--- config.mk ---
export PLATFORM = sky130hd
export DESIGN_NAME = text_escape_newline_normalizer_flat
export DESIGN_NICKNAME = d
export VERILOG_FILES = /design/src/rtl/tenn_pkg.sv /design/src/rtl/tenn_if.sv /design/src/rtl/tenn_in_reg.sv /design/src/rtl/tenn_decode.sv /design/src/rtl/tenn_bundle.sv /design/src/rtl/text_escape_newline_normalizer.sv /design/src/flat_wrapper.sv
export VERILOG_INCLUDE_DIRS = /design/src /design/src/rtl
export SDC_FILE = /design/constraint.sdc
export NUM_CORES = 1
export LEC_CHECK = 0
export BUFFER_PORTS_ARGS = -buffer_cell sky130_fd_sc_hd__buf_2
export CORE_ASPECT_RATIO = 1.1
export CORE_UTILIZATION = 50
export DETAILED_ROUTE_END_ITERATION = 16
export PLACE_DENSITY = 0.66
export REMOVE_ABC_BUFFERS = 1
export SETUP_SLACK_MARGIN = 0.02
export SYNTH_ARGS = -nofsm -noshare
export SYNTH_HDL_FRONTEND = slang
export SYNTH_SLANG_ARGS = --single-unit
--- constraint.sdc ---
create_clock -name clk -period 9.2 [get_ports clk]
set_input_delay 0 -clock clk [delete_from_list [all_inputs] [get_ports clk]]
set_output_delay 0 -clock clk [all_outputs]
set_load 0.01 [all_outputs]
--- src/rtl/text_escape_newline_normalizer_assert.svh ---
// Assertion macros for the text escape and newline normalizer.
// Expects clk and rst in the scope of each use.
`ifndef TEXT_ESCAPE_NEWLINE_NORMALIZER_ASSERT_SVH
`define TEXT_ESCAPE_NEWLINE_NORMALIZER_ASSERT_SVH

// Same-cycle implication.
`define TENN_ASSERT_IMPLIES(name, lhs, rhs) \
  name: assert property (@(posedge clk) disable iff (rst) (lhs) |-> (rhs)) \
    else $error("tenn: same-cycle check failed");

// Next-cycle implication.
`define TENN_ASSERT_NEXT(name, lhs, rhs) \
  name: assert property (@(posedge clk) disable iff (rst) (lhs) |=> (rhs)) \
    else $error("tenn: next-cycle check failed");

`endif

--- src/rtl/tenn_pkg.sv ---
// Shared constants, types and the hex digit decoder of the text normalizer.
// No dependencies.
package tenn_pkg;

  localparam int UnitWidth  = 16;
  localparam int EscLen     = 5;
  localparam int SeqLen     = EscLen + 1;
  localparam int CountWidth = $clog2(EscLen + 1);
  localparam int SlotCount  = 2 * SeqLen + 2;
  localparam int FlushSlot  = 2 * SeqLen;
  localparam int EmptySlot  = 2 * SeqLen + 1;
  localparam int HexLetterBase = 10;

  typedef logic [UnitWidth-1:0]  unit_t;
  typedef logic [CountWidth-1:0] count_t;
  typedef logic [SlotCount-1:0]  slot_mask_t;

  localparam unit_t ChBackslash = unit_t'(8'h5C);
  localparam unit_t ChU         = unit_t'(8'h75);
  localparam unit_t ChN         = unit_t'(8'h6E);
  localparam unit_t ChR         = unit_t'(8'h72);
  localparam unit_t ChCr        = unit_t'(8'h0D);
  localparam unit_t ChLf        = unit_t'(8'h0A);
  localparam unit_t ChDigit0    = unit_t'(8'h30);
  localparam unit_t ChDigit9    = unit_t'(8'h39);
  localparam unit_t ChLowerA    = unit_t'(8'h61);
  localparam unit_t ChLowerF    = unit_t'(8'h66);
  localparam unit_t ChUpperA    = unit_t'(8'h41);
  localparam unit_t ChUpperF    = unit_t'(8'h46);

  typedef struct packed {
    unit_t code_unit;
    logic  end_of_text;
  } item_t;

  typedef struct packed {
    slot_mask_t                mask;
    logic [SlotCount-1:0][UnitWidth-1:0] units;
    logic                      last;
  } bundle_t;

  // Bit 4 flags a hex digit, bits 3:0 hold its value.
  function automatic logic [4:0] hex_value(unit_t c);
    logic [4:0] r;
    r = '0;
    if (c >= ChDigit0 && c <= ChDigit9) begin
      r = {1'b1, c[3:0]};
    end else if (c >= ChLowerA && c <= ChLowerF) begin
      r = {1'b1, 4'(c - ChLowerA) + 4'(HexLetterBase)};
    end else if (c >= ChUpperA && c <= ChUpperF) begin
      r = {1'b1, 4'(c - ChUpperA) + 4'(HexLetterBase)};
    end
    return r;
  endfunction

endpackage

--- src/rtl/tenn_if.sv ---
// Valid/ready channel interfaces for text code units and normalized results.
// Depends on tenn_pkg.
interface tenn_unit_if;
  logic                   valid;
  logic                   ready;
  logic [tenn_pkg::UnitWidth-1:0] code_unit;
  logic                   end_of_text;
  modport source (output valid, code_unit, end_of_text, input ready);
  modport sink (input valid, code_unit, end_of_text, output ready);
endinterface

interface tenn_result_if;
  logic                   valid;
  logic                   ready;
  logic [tenn_pkg::UnitWidth-1:0] out_unit;
  logic                   has_unit;
  logic                   last_result;
  modport source (output valid, out_unit, has_unit, last_result, input ready);
  modport sink (input valid, out_unit, has_unit, last_result, output ready);
endinterface

--- src/rtl/tenn_in_reg.sv ---
// Input register of the text normalizer: holds one request for the decoder.
// Depends on tenn_pkg and tenn_unit_if.
module tenn_in_reg (
  input  logic            clk,
  input  logic            rst,
  tenn_unit_if.sink       units,
  input  logic            take,
  output tenn_pkg::item_t item,
  output logic            item_valid
);

  logic valid;

  assign units.ready = !valid || take;
  assign item_valid  = valid;

  always_ff @(posedge clk) begin
    if (rst) begin
      valid <= 1'b0;
    end else if (units.ready) begin
      valid <= units.valid;
    end
  end

  always_ff @(posedge clk) begin
    if (units.valid && units.ready) begin
      item <= '{code_unit: units.code_unit, end_of_text: units.end_of_text};
    end
  end

endmodule

--- src/rtl/tenn_decode.sv ---
// Escape decoder, escaped-newline and CR/LF stages of the text normalizer.
// Holds the scan state; turns one request into a bundle of result slots.
// Depends on tenn_pkg.
module tenn_decode (
  input  logic              clk,
  input  logic              rst,
  input  tenn_pkg::item_t   item,
  input  logic              item_valid,
  input  logic              can_load,
  output logic              take,
  output logic              load,
  output tenn_pkg::bundle_t fill
);

  typedef struct packed {
    logic            emit;
    logic            acr;
    tenn_pkg::unit_t unit;
  } s3_t;

  tenn_pkg::unit_t  escape_buffer [tenn_pkg::EscLen];
  tenn_pkg::count_t escape_count;
  logic             pending_backslash;
  logic             after_escaped_cr;
  logic             after_carriage_return;

  logic             pending_backslash_next;
  logic             after_escaped_cr_next;
  logic             after_carriage_return_next;
  tenn_pkg::count_t escape_count_next;
  logic             ext_ok;
  logic             decode;

  function automatic s3_t stage_three(logic acr, tenn_pkg::unit_t y);
    s3_t r;
    r.emit = !(acr && y == tenn_pkg::ChLf);
    r.acr  = r.emit && (y == tenn_pkg::ChCr);
    r.unit = (y == tenn_pkg::ChCr) ? tenn_pkg::ChLf : y;
    return r;
  endfunction

  always_comb begin
    logic [4:0]      hx;
    logic [4:0]      h2;
    logic [4:0]      h3;
    logic [4:0]      h4;
    logic            last;
    logic            held_out;
    logic            x_out;
    tenn_pkg::unit_t x;
    tenn_pkg::unit_t s [tenn_pkg::SeqLen];
    logic [tenn_pkg::SeqLen-1:0] sv;
    logic            pb;
    logic            aec;
    logic            acr;
    logic            skip;
    logic            a_v;
    logic            b_v;
    tenn_pkg::unit_t a_val;
    tenn_pkg::unit_t b_val;
    s3_t             r;

    x    = item.code_unit;
    last = item.end_of_text;
    hx   = tenn_pkg::hex_value(x);
    h2   = tenn_pkg::hex_value(escape_buffer[2]);
    h3   = tenn_pkg::hex_value(escape_buffer[3]);
    h4   = tenn_pkg::hex_value(escape_buffer[4]);

    unique case (escape_count)
      tenn_pkg::count_t'(0): ext_ok = (x == tenn_pkg::ChBackslash);
      tenn_pkg::count_t'(1): ext_ok = (x == tenn_pkg::ChU);
      default:               ext_ok = hx[4];
    endcase
    decode = ext_ok && (escape_count == tenn_pkg::count_t'(tenn_pkg::EscLen));

    // Held prefix goes out on a mismatch or at end of text.
    held_out = last || !ext_ok;
    x_out    = last || (!ext_ok && x != tenn_pkg::ChBackslash);
    for (int i = 0; i < tenn_pkg::EscLen; i++) begin
      s[i]  = (tenn_pkg::count_t'(i) < escape_count) ? escape_buffer[i] : x;
      sv[i] = ((tenn_pkg::count_t'(i) < escape_count) && held_out)
              || ((tenn_pkg::count_t'(i) == escape_count) && x_out);
    end
    s[tenn_pkg::EscLen]  = x;
    sv[tenn_pkg::EscLen] = (escape_count == tenn_pkg::count_t'(tenn_pkg::EscLen)) && x_out;
    if (decode) begin
      s[0] = tenn_pkg::unit_t'({h2[3:0], h3[3:0], h4[3:0], hx[3:0]});
      sv   = tenn_pkg::SeqLen'(1);
    end

    escape_count_next = '0;
    if (!decode && !last) begin
      if (ext_ok) begin
        escape_count_next = escape_count + tenn_pkg::count_t'(1);
      end else if (x == tenn_pkg::ChBackslash) begin
        escape_count_next = tenn_pkg::count_t'(1);
      end
    end

    pb        = pending_backslash;
    aec       = after_escaped_cr;
    acr       = after_carriage_return;
    fill.mask = '0;
    fill.units = '0;
    fill.last = last;
    for (int i = 0; i < tenn_pkg::SeqLen; i++) begin
      skip  = 1'b0;
      a_v   = 1'b0;
      b_v   = 1'b0;
      a_val = tenn_pkg::ChBackslash;
      b_val = s[i];
      if (sv[i]) begin
        if (aec) begin
          aec  = 1'b0;
          skip = (s[i] == tenn_pkg::ChN);
        end
        if (!skip && pb) begin
          pb  = 1'b0;
          a_v = 1'b1;
          if (s[i] == tenn_pkg::ChN) begin
            a_val = tenn_pkg::ChLf;
            skip  = 1'b1;
          end else if (s[i] == tenn_pkg::ChR) begin
            a_val = tenn_pkg::ChLf;
            aec   = 1'b1;
            skip  = 1'b1;
          end
        end
        if (!skip) begin
          if (s[i] == tenn_pkg::ChBackslash) begin
            pb = 1'b1;
          end else begin
            b_v = 1'b1;
          end
        end
      end
      if (a_v) begin
        r = stage_three(acr, a_val);
        acr = r.acr;
        fill.mask[2*i]  = r.emit;
        fill.units[2*i] = r.unit;
      end
      if (b_v) begin
        r = stage_three(acr, b_val);
        acr = r.acr;
        fill.mask[2*i+1]  = r.emit;
        fill.units[2*i+1] = r.unit;
      end
    end

    // Flush a held backslash at end of text.
    if (last && pb) begin
      r = stage_three(acr, tenn_pkg::ChBackslash);
      fill.mask[tenn_pkg::FlushSlot]  = r.emit;
      fill.units[tenn_pkg::FlushSlot] = r.unit;
    end
    fill.mask[tenn_pkg::EmptySlot] = last && (fill.mask == '0);

    pending_backslash_next     = pb && !last;
    after_escaped_cr_next      = aec && !last;
    after_carriage_return_next = acr && !last;

    take = item_valid && (can_load || fill.mask == '0);
    load = take && (fill.mask != '0);
  end

  always_ff @(posedge clk) begin
    if (rst) begin
      escape_count          <= '0;
      pending_backslash     <= 1'b0;
      after_escaped_cr      <= 1'b0;
      after_carriage_return <= 1'b0;
    end else if (take) begin
      escape_count          <= escape_count_next;
      pending_backslash     <= pending_backslash_next;
      after_escaped_cr      <= after_escaped_cr_next;
      after_carriage_return <= after_carriage_return_next;
    end
  end

  // Append to the escape prefix, or restart it on a fresh backslash.
  always_ff @(posedge clk) begin
    if (take && !decode && !item.end_of_text) begin
      if (ext_ok) begin
        escape_buffer[escape_count] <= item.code_unit;
      end else if (item.code_unit == tenn_pkg::ChBackslash) begin
        escape_buffer[0] <= item.code_unit;
      end
    end
  end

endmodule

--- src/rtl/tenn_bundle.sv ---
// Result register of the text normalizer: holds one bundle of result slots
// and sends them out lowest slot first. Depends on tenn_pkg and tenn_result_if.
module tenn_bundle (
  input  logic              clk,
  input  logic              rst,
  input  logic              load,
  input  tenn_pkg::bundle_t fill,
  output logic              can_load,
  tenn_result_if.source     results
);

  tenn_pkg::slot_mask_t mask;
  logic [tenn_pkg::SlotCount-1:0][tenn_pkg::UnitWidth-1:0] units;
  logic                 last;

  tenn_pkg::slot_mask_t sel_hot;
  tenn_pkg::slot_mask_t rest;
  tenn_pkg::unit_t      sel_unit;

  always_comb begin
    sel_hot  = mask & (~mask + tenn_pkg::slot_mask_t'(1));
    rest     = mask & ~sel_hot;
    sel_unit = '0;
    for (int i = 0; i < tenn_pkg::SlotCount; i++) begin
      if (sel_hot[i]) begin
        sel_unit = sel_unit | units[i];
      end
    end
  end

  assign results.valid       = (mask != '0);
  assign results.out_unit    = sel_unit;
  assign results.has_unit    = !sel_hot[tenn_pkg::EmptySlot];
  assign results.last_result = last && (rest == '0);
  assign can_load            = (rest == '0) && ((mask == '0) || results.ready);

  always_ff @(posedge clk) begin
    if (rst) begin
      mask <= '0;
    end else if (load) begin
      mask <= fill.mask;
    end else if (results.valid && results.ready) begin
      mask <= rest;
    end
  end

  always_ff @(posedge clk) begin
    if (load) begin
      units <= fill.units;
      last  <= fill.last;
    end
  end

endmodule

--- src/rtl/text_escape_newline_normalizer.sv ---
// Top level of the text escape decoder and newline normalizer.
// Depends on tenn_pkg, tenn_if, tenn_in_reg, tenn_decode, tenn_bundle and the assertion header.
//
// Each request carries one 16-bit code unit; backslash-u with four hex digits
// becomes one unit, escaped n and r become LF, and CR, CR-LF become one LF.
// A request passes the input register, is decoded combinationally and lands in a
// result register as a bundle of up to seven results, sent one per cycle while
// the receiver is ready. Sustained rate is one request per cycle while each
// request yields at most one result and the receiver is ready; a request that
// yields several results holds the result register until all are sent. Requests
// that yield nothing pass even while results drain. The request flagged
// end_of_text always yields at least one result, the last one marked
// last_result; if nothing is left it is an empty result with has_unit low.
`include "text_escape_newline_normalizer_assert.svh"

module text_escape_newline_normalizer (
  input  logic          clk,
  input  logic          rst,
  tenn_unit_if.sink     units,
  tenn_result_if.source results
);

  tenn_pkg::item_t   item;
  logic              item_valid;
  logic              take;
  logic              load;
  logic              can_load;
  tenn_pkg::bundle_t fill;

  tenn_in_reg u_in_reg (
    .clk        (clk),
    .rst        (rst),
    .units      (units),
    .take       (take),
    .item       (item),
    .item_valid (item_valid)
  );

  tenn_decode u_decode (
    .clk        (clk),
    .rst        (rst),
    .item       (item),
    .item_valid (item_valid),
    .can_load   (can_load),
    .take       (take),
    .load       (load),
    .fill       (fill)
  );

  tenn_bundle u_bundle (
    .clk      (clk),
    .rst      (rst),
    .load     (load),
    .fill     (fill),
    .can_load (can_load),
    .results  (results)
  );

  `TENN_ASSERT_IMPLIES(a_load_when_free, load, can_load)
  `TENN_ASSERT_IMPLIES(a_end_loads, take && item.end_of_text, load)
  `TENN_ASSERT_NEXT(a_load_shows, load, results.valid)
  `TENN_ASSERT_IMPLIES(a_empty_is_last, results.valid && !results.has_unit, results.last_result)

endmodule

--- src/flat_wrapper.sv ---
// flat-port wrapper written by rule: the top's interface ports become plain ports
module text_escape_newline_normalizer_flat 
  (clk, rst, units_valid, units_code_unit, units_end_of_text, units_ready, results_valid, results_out_unit, results_has_unit, results_last_result, results_ready);
  tenn_unit_if units_i ();
  tenn_result_if results_i ();
  input  logic clk;
  input  logic rst;
  input wire logic [$bits(units_i.valid)-1:0] units_valid;
  input wire logic [$bits(units_i.code_unit)-1:0] units_code_unit;
  input wire logic [$bits(units_i.end_of_text)-1:0] units_end_of_text;
  output wire logic [$bits(units_i.ready)-1:0] units_ready;
  output wire logic [$bits(results_i.valid)-1:0] results_valid;
  output wire logic [$bits(results_i.out_unit)-1:0] results_out_unit;
  output wire logic [$bits(results_i.has_unit)-1:0] results_has_unit;
  output wire logic [$bits(results_i.last_result)-1:0] results_last_result;
  input wire logic [$bits(results_i.ready)-1:0] results_ready;
  assign units_i.valid = units_valid;
  assign units_i.code_unit = units_code_unit;
  assign units_i.end_of_text = units_end_of_text;
  assign units_ready = units_i.ready;
  assign results_valid = results_i.valid;
  assign results_out_unit = results_i.out_unit;
  assign results_has_unit = results_i.has_unit;
  assign results_last_result = results_i.last_result;
  assign results_i.ready = results_ready;
  text_escape_newline_normalizer u_core (.clk(clk), .rst(rst), .units(units_i), .results(results_i));
endmodule
==> flow_summary.yaml <==
worst_setup_path:
  startpoint_type: "flop"
  cpPeakStageDelay_ns: 0.78
  r2r-start: "u_core.u_in_reg.item[1]"
  critPathMaxFanout: 20
  critPathSlowestCell: "and3_1"
  ff2ff_setup_slack_ns: 1.82
  arrival_ns: 7.55
  crit_required_ns: 9.38
  crit_chain: "inv_1 > ha_1 > a21boi_0 > a21boi_0 > and3_1 > o311ai_1 > buf_4 > nor4_2 > nor2_1 > nor4_1 > nor2_4 > o21ai_0 > a211o_1 > o21ai_1 > nor3_1 > nor3_4 > o41ai_4 > and3_1"
  endpoint_kind: "flop"
  startpoint: "u_core.u_in_reg.item[1]"
  path_class: "flop to flop"
clocking:
  clk_pin_slew_ns: 0.06
  cts_setup_buffers: 0
  cts_resized: 0
  cts_tree: "done"
  numCtsBuffers: 25
  htreeDepth: 1
  cts-root-buf: "clkbuf_16"
  clk-insertion-delay-late_ns: 0.55
  cts-hold-fix-buffers: 22
  cts_sinks: 234
  cts.path.max_buffers: 3
synthesis:
  netlist.top_cell.by_area: "edfxtp_1"
  synth-async-reset-ratio_pct: 0
  seq_area_frac_synth_pct: 50.9
  yosysMostFrequentCell: "edfxtp_1"
  synth.distinct_cells: 101
  syn_area_per_cell_um2: 10.0
  yosysWarnings: 0
  netlist_instances: 1337
  ys_top_cells_by_count: "213 x edfxtp_1, 190 x nand2_1, 138 x nor2_1"
  synth_edf_count: 213
  synth_ff_type: "edfxtp_1"
  ys_ff_latch: 234
  yosys-top-cells-area: "edfxtp_1 48%, nand2_1 5.3%, nor2_1 3.9%"
  syn_area_mm2: 0.0134
  synth_top_area_share_pct: 47.7
route:
  vias: 11389
  wl_um: 44700
  dr.pass1.iters: 6
  avgRoutedWirePerCell_um: 25.5
  final_antenna_net_count: 0
  viasPerCell: 6.52
  drc_errors: 0
  drt_iter0_drc: 1581
timing:
  skew_ns: 0.0109
  finalSetupViolations: 0
  slew-limit-headroom_pct: 25.3
  layout_min_cycle_time_ns: 7.38
  max_slew.worst_pin.slew_ns: 1.12
  fin_tns_setup_ns: 0
  holdWs_ns: 0.158
  fmax_mhz: 136
  finalCritPeriodShare_pct: 80.2
  hold_violations: 0
  finalMaxSlewViolations: 0
  rsz0062_at_grt: "no"
  setup_slack_ns: 1.82
pwr:
  max-vdd-ir-drop_v: 0.000132
  p_leak_nw: 5.23
  p_per_area_mw_per_mm2: 158
layout:
  fillers: 2380
  fin_nets: 1416
  seqCellArea_mm2: 0.00682
  multiInputGateArea_mm2: 0.00618
  layout-drive-gt1-share_pct: 11.0
  area_growth_pct: 12.0
floorplan:
  core_area_mm2: 0.0262
  start_util_pct: 51.1
  dieArea_mm2: 0.0274
  die_w_um: 158
  rows: 62
  io_pins: 41
  die_y_um: 174
worst_hold_path:
  hold_start: "units_code_unit[6]"
  holdCritPathClass: "input pin to flop"
place:
  pre_cts_slack_ns: 1.92
  place.port_buffers: 40
  dpl.hpwl_um: 33200
  place_congestion: 1.02
grt:
  grt_max_degree: 69
  track_usage_pct: 32.9
  overflow: 0
  antenna_found_initial: 2
  grt_pass1_wl_um: 66500
  grt_pass1_vias: 10662
flow_run:
  drv_cap: 0
status:
  status: "completed"
==> metrics by stage <==
stage               util, %  total power [mW]  cell area [µm²]  instances
global placement       53.3              1.37            14000       1681
detailed placement     53.3              1.37            14000       1681
finish                 57.2              2.37            15000       1748
CTS                    57.2              2.38            15000       1747
floorplan                 -              1.31            13100       1264
global route           57.2              2.43            15000       1747
==> cells in the final DEF, fill, tap and decap left out, types with 10 or more instances in the layout <==
master           n
a211oi_1        16
a21oi_1         86
a221o_1         19
a222oi_1        15
a31oi_1         16
and2_1          29
and3_1          16
buf_2           40
buf_4           24
clkbuf_16       25
dfxtp_1         21
dlygate4sd3_1   22
edfxtp_1       213
ha_1            17
inv_1           35
mux2i_1         38
nand2_1        190
nand3_1         39
nor2_1         138
nor2b_1         12
nor3_1          45
nor4_1          23
nor4b_1         10
o21ai_0         44
o31ai_1         13
or3_1           17
or4_1           12
==> cell families (layout without fill, tap and decap cells) <==
family / Yosys count / in the layout / synth area share [%]
AND/OR/NAND/NOR: 604 / 604 / 22.6
adder cells (fa/ha/maj): 19 / 19 / 1.74
multiplexers: 41 / 41 / 3.12
AO/OA/AOI/OAI: 330 / 330 / 18.4
buffers and inverters: 109 / 167 / 3.24
other: 0 / 1 / 0
flip-flops: 234 / 234 / 50.9
==> layer usage <==
metal,vias up,wire length [µm],global-route usage [%]
met5,-,73,1.83
met4,4,1530,9.98
met3,97,4160,6.53
met2,568,19400,49.2
met1,5546,19500,47.8
li1,5174,-,-
==> power breakdown <==
group          switching (mW)  internal (mW)  leakage (nW)
logic                  0.0915         0.0459          2.66
clock network           0.426          0.585         0.403
registers              0.0291           1.19          2.17
==> critical path: cells and delay by family (launching register included) <==
family          cells  cell delay [ns]
compound gates      7             2.39
fa+ha+maj           1             0.29
buf+inv             2             0.55
flops               1             0.68
simple gates        8             3.05
==> path summary, 6_finish.rpt <==
check / end / cells past startpoint
max: u_core.u_decode.escape_buffer[0][15] / 18
max reg2reg: u_core.u_decode.escape_buffer[0][15] / 18
min reg2reg: u_core.u_decode.escape_buffer[3][5] / 0
min: u_core.u_in_reg.item[7] / 2
==> cell type report <==
cell class | instances | share of cell area, %
Antenna cell | 1 | 0.0167
Clock buffer | 28 | 4.24
Clock inverter | 16 | 1.15
Inverter | 36 | 0.917
Multi-Input combinational cell | 994 | 41.2
Sequential cell | 234 | 45.4
Tap cell | 352 | 2.94
Timing Repair Buffer | 87 | 4.14
==> flip-flops by register name, summed over array words and instances, names as in the netlist <==
signal,flops
u_core.u_decode.escape_buffer,80
u_core.u_bundle.mask,14
u_core.u_in_reg.item,17
u_core.u_decode.pending_backslash,1
u_core.u_in_reg.item_valid,1
u_core.u_bundle.units,115
u_core.u_decode.after_escaped_cr,1
u_core.u_decode.after_carriage_return,1
u_core.u_decode.escape_count,3
u_core.u_bundle.last,1
No activity file was read; power rests on OpenSTA's default activity.
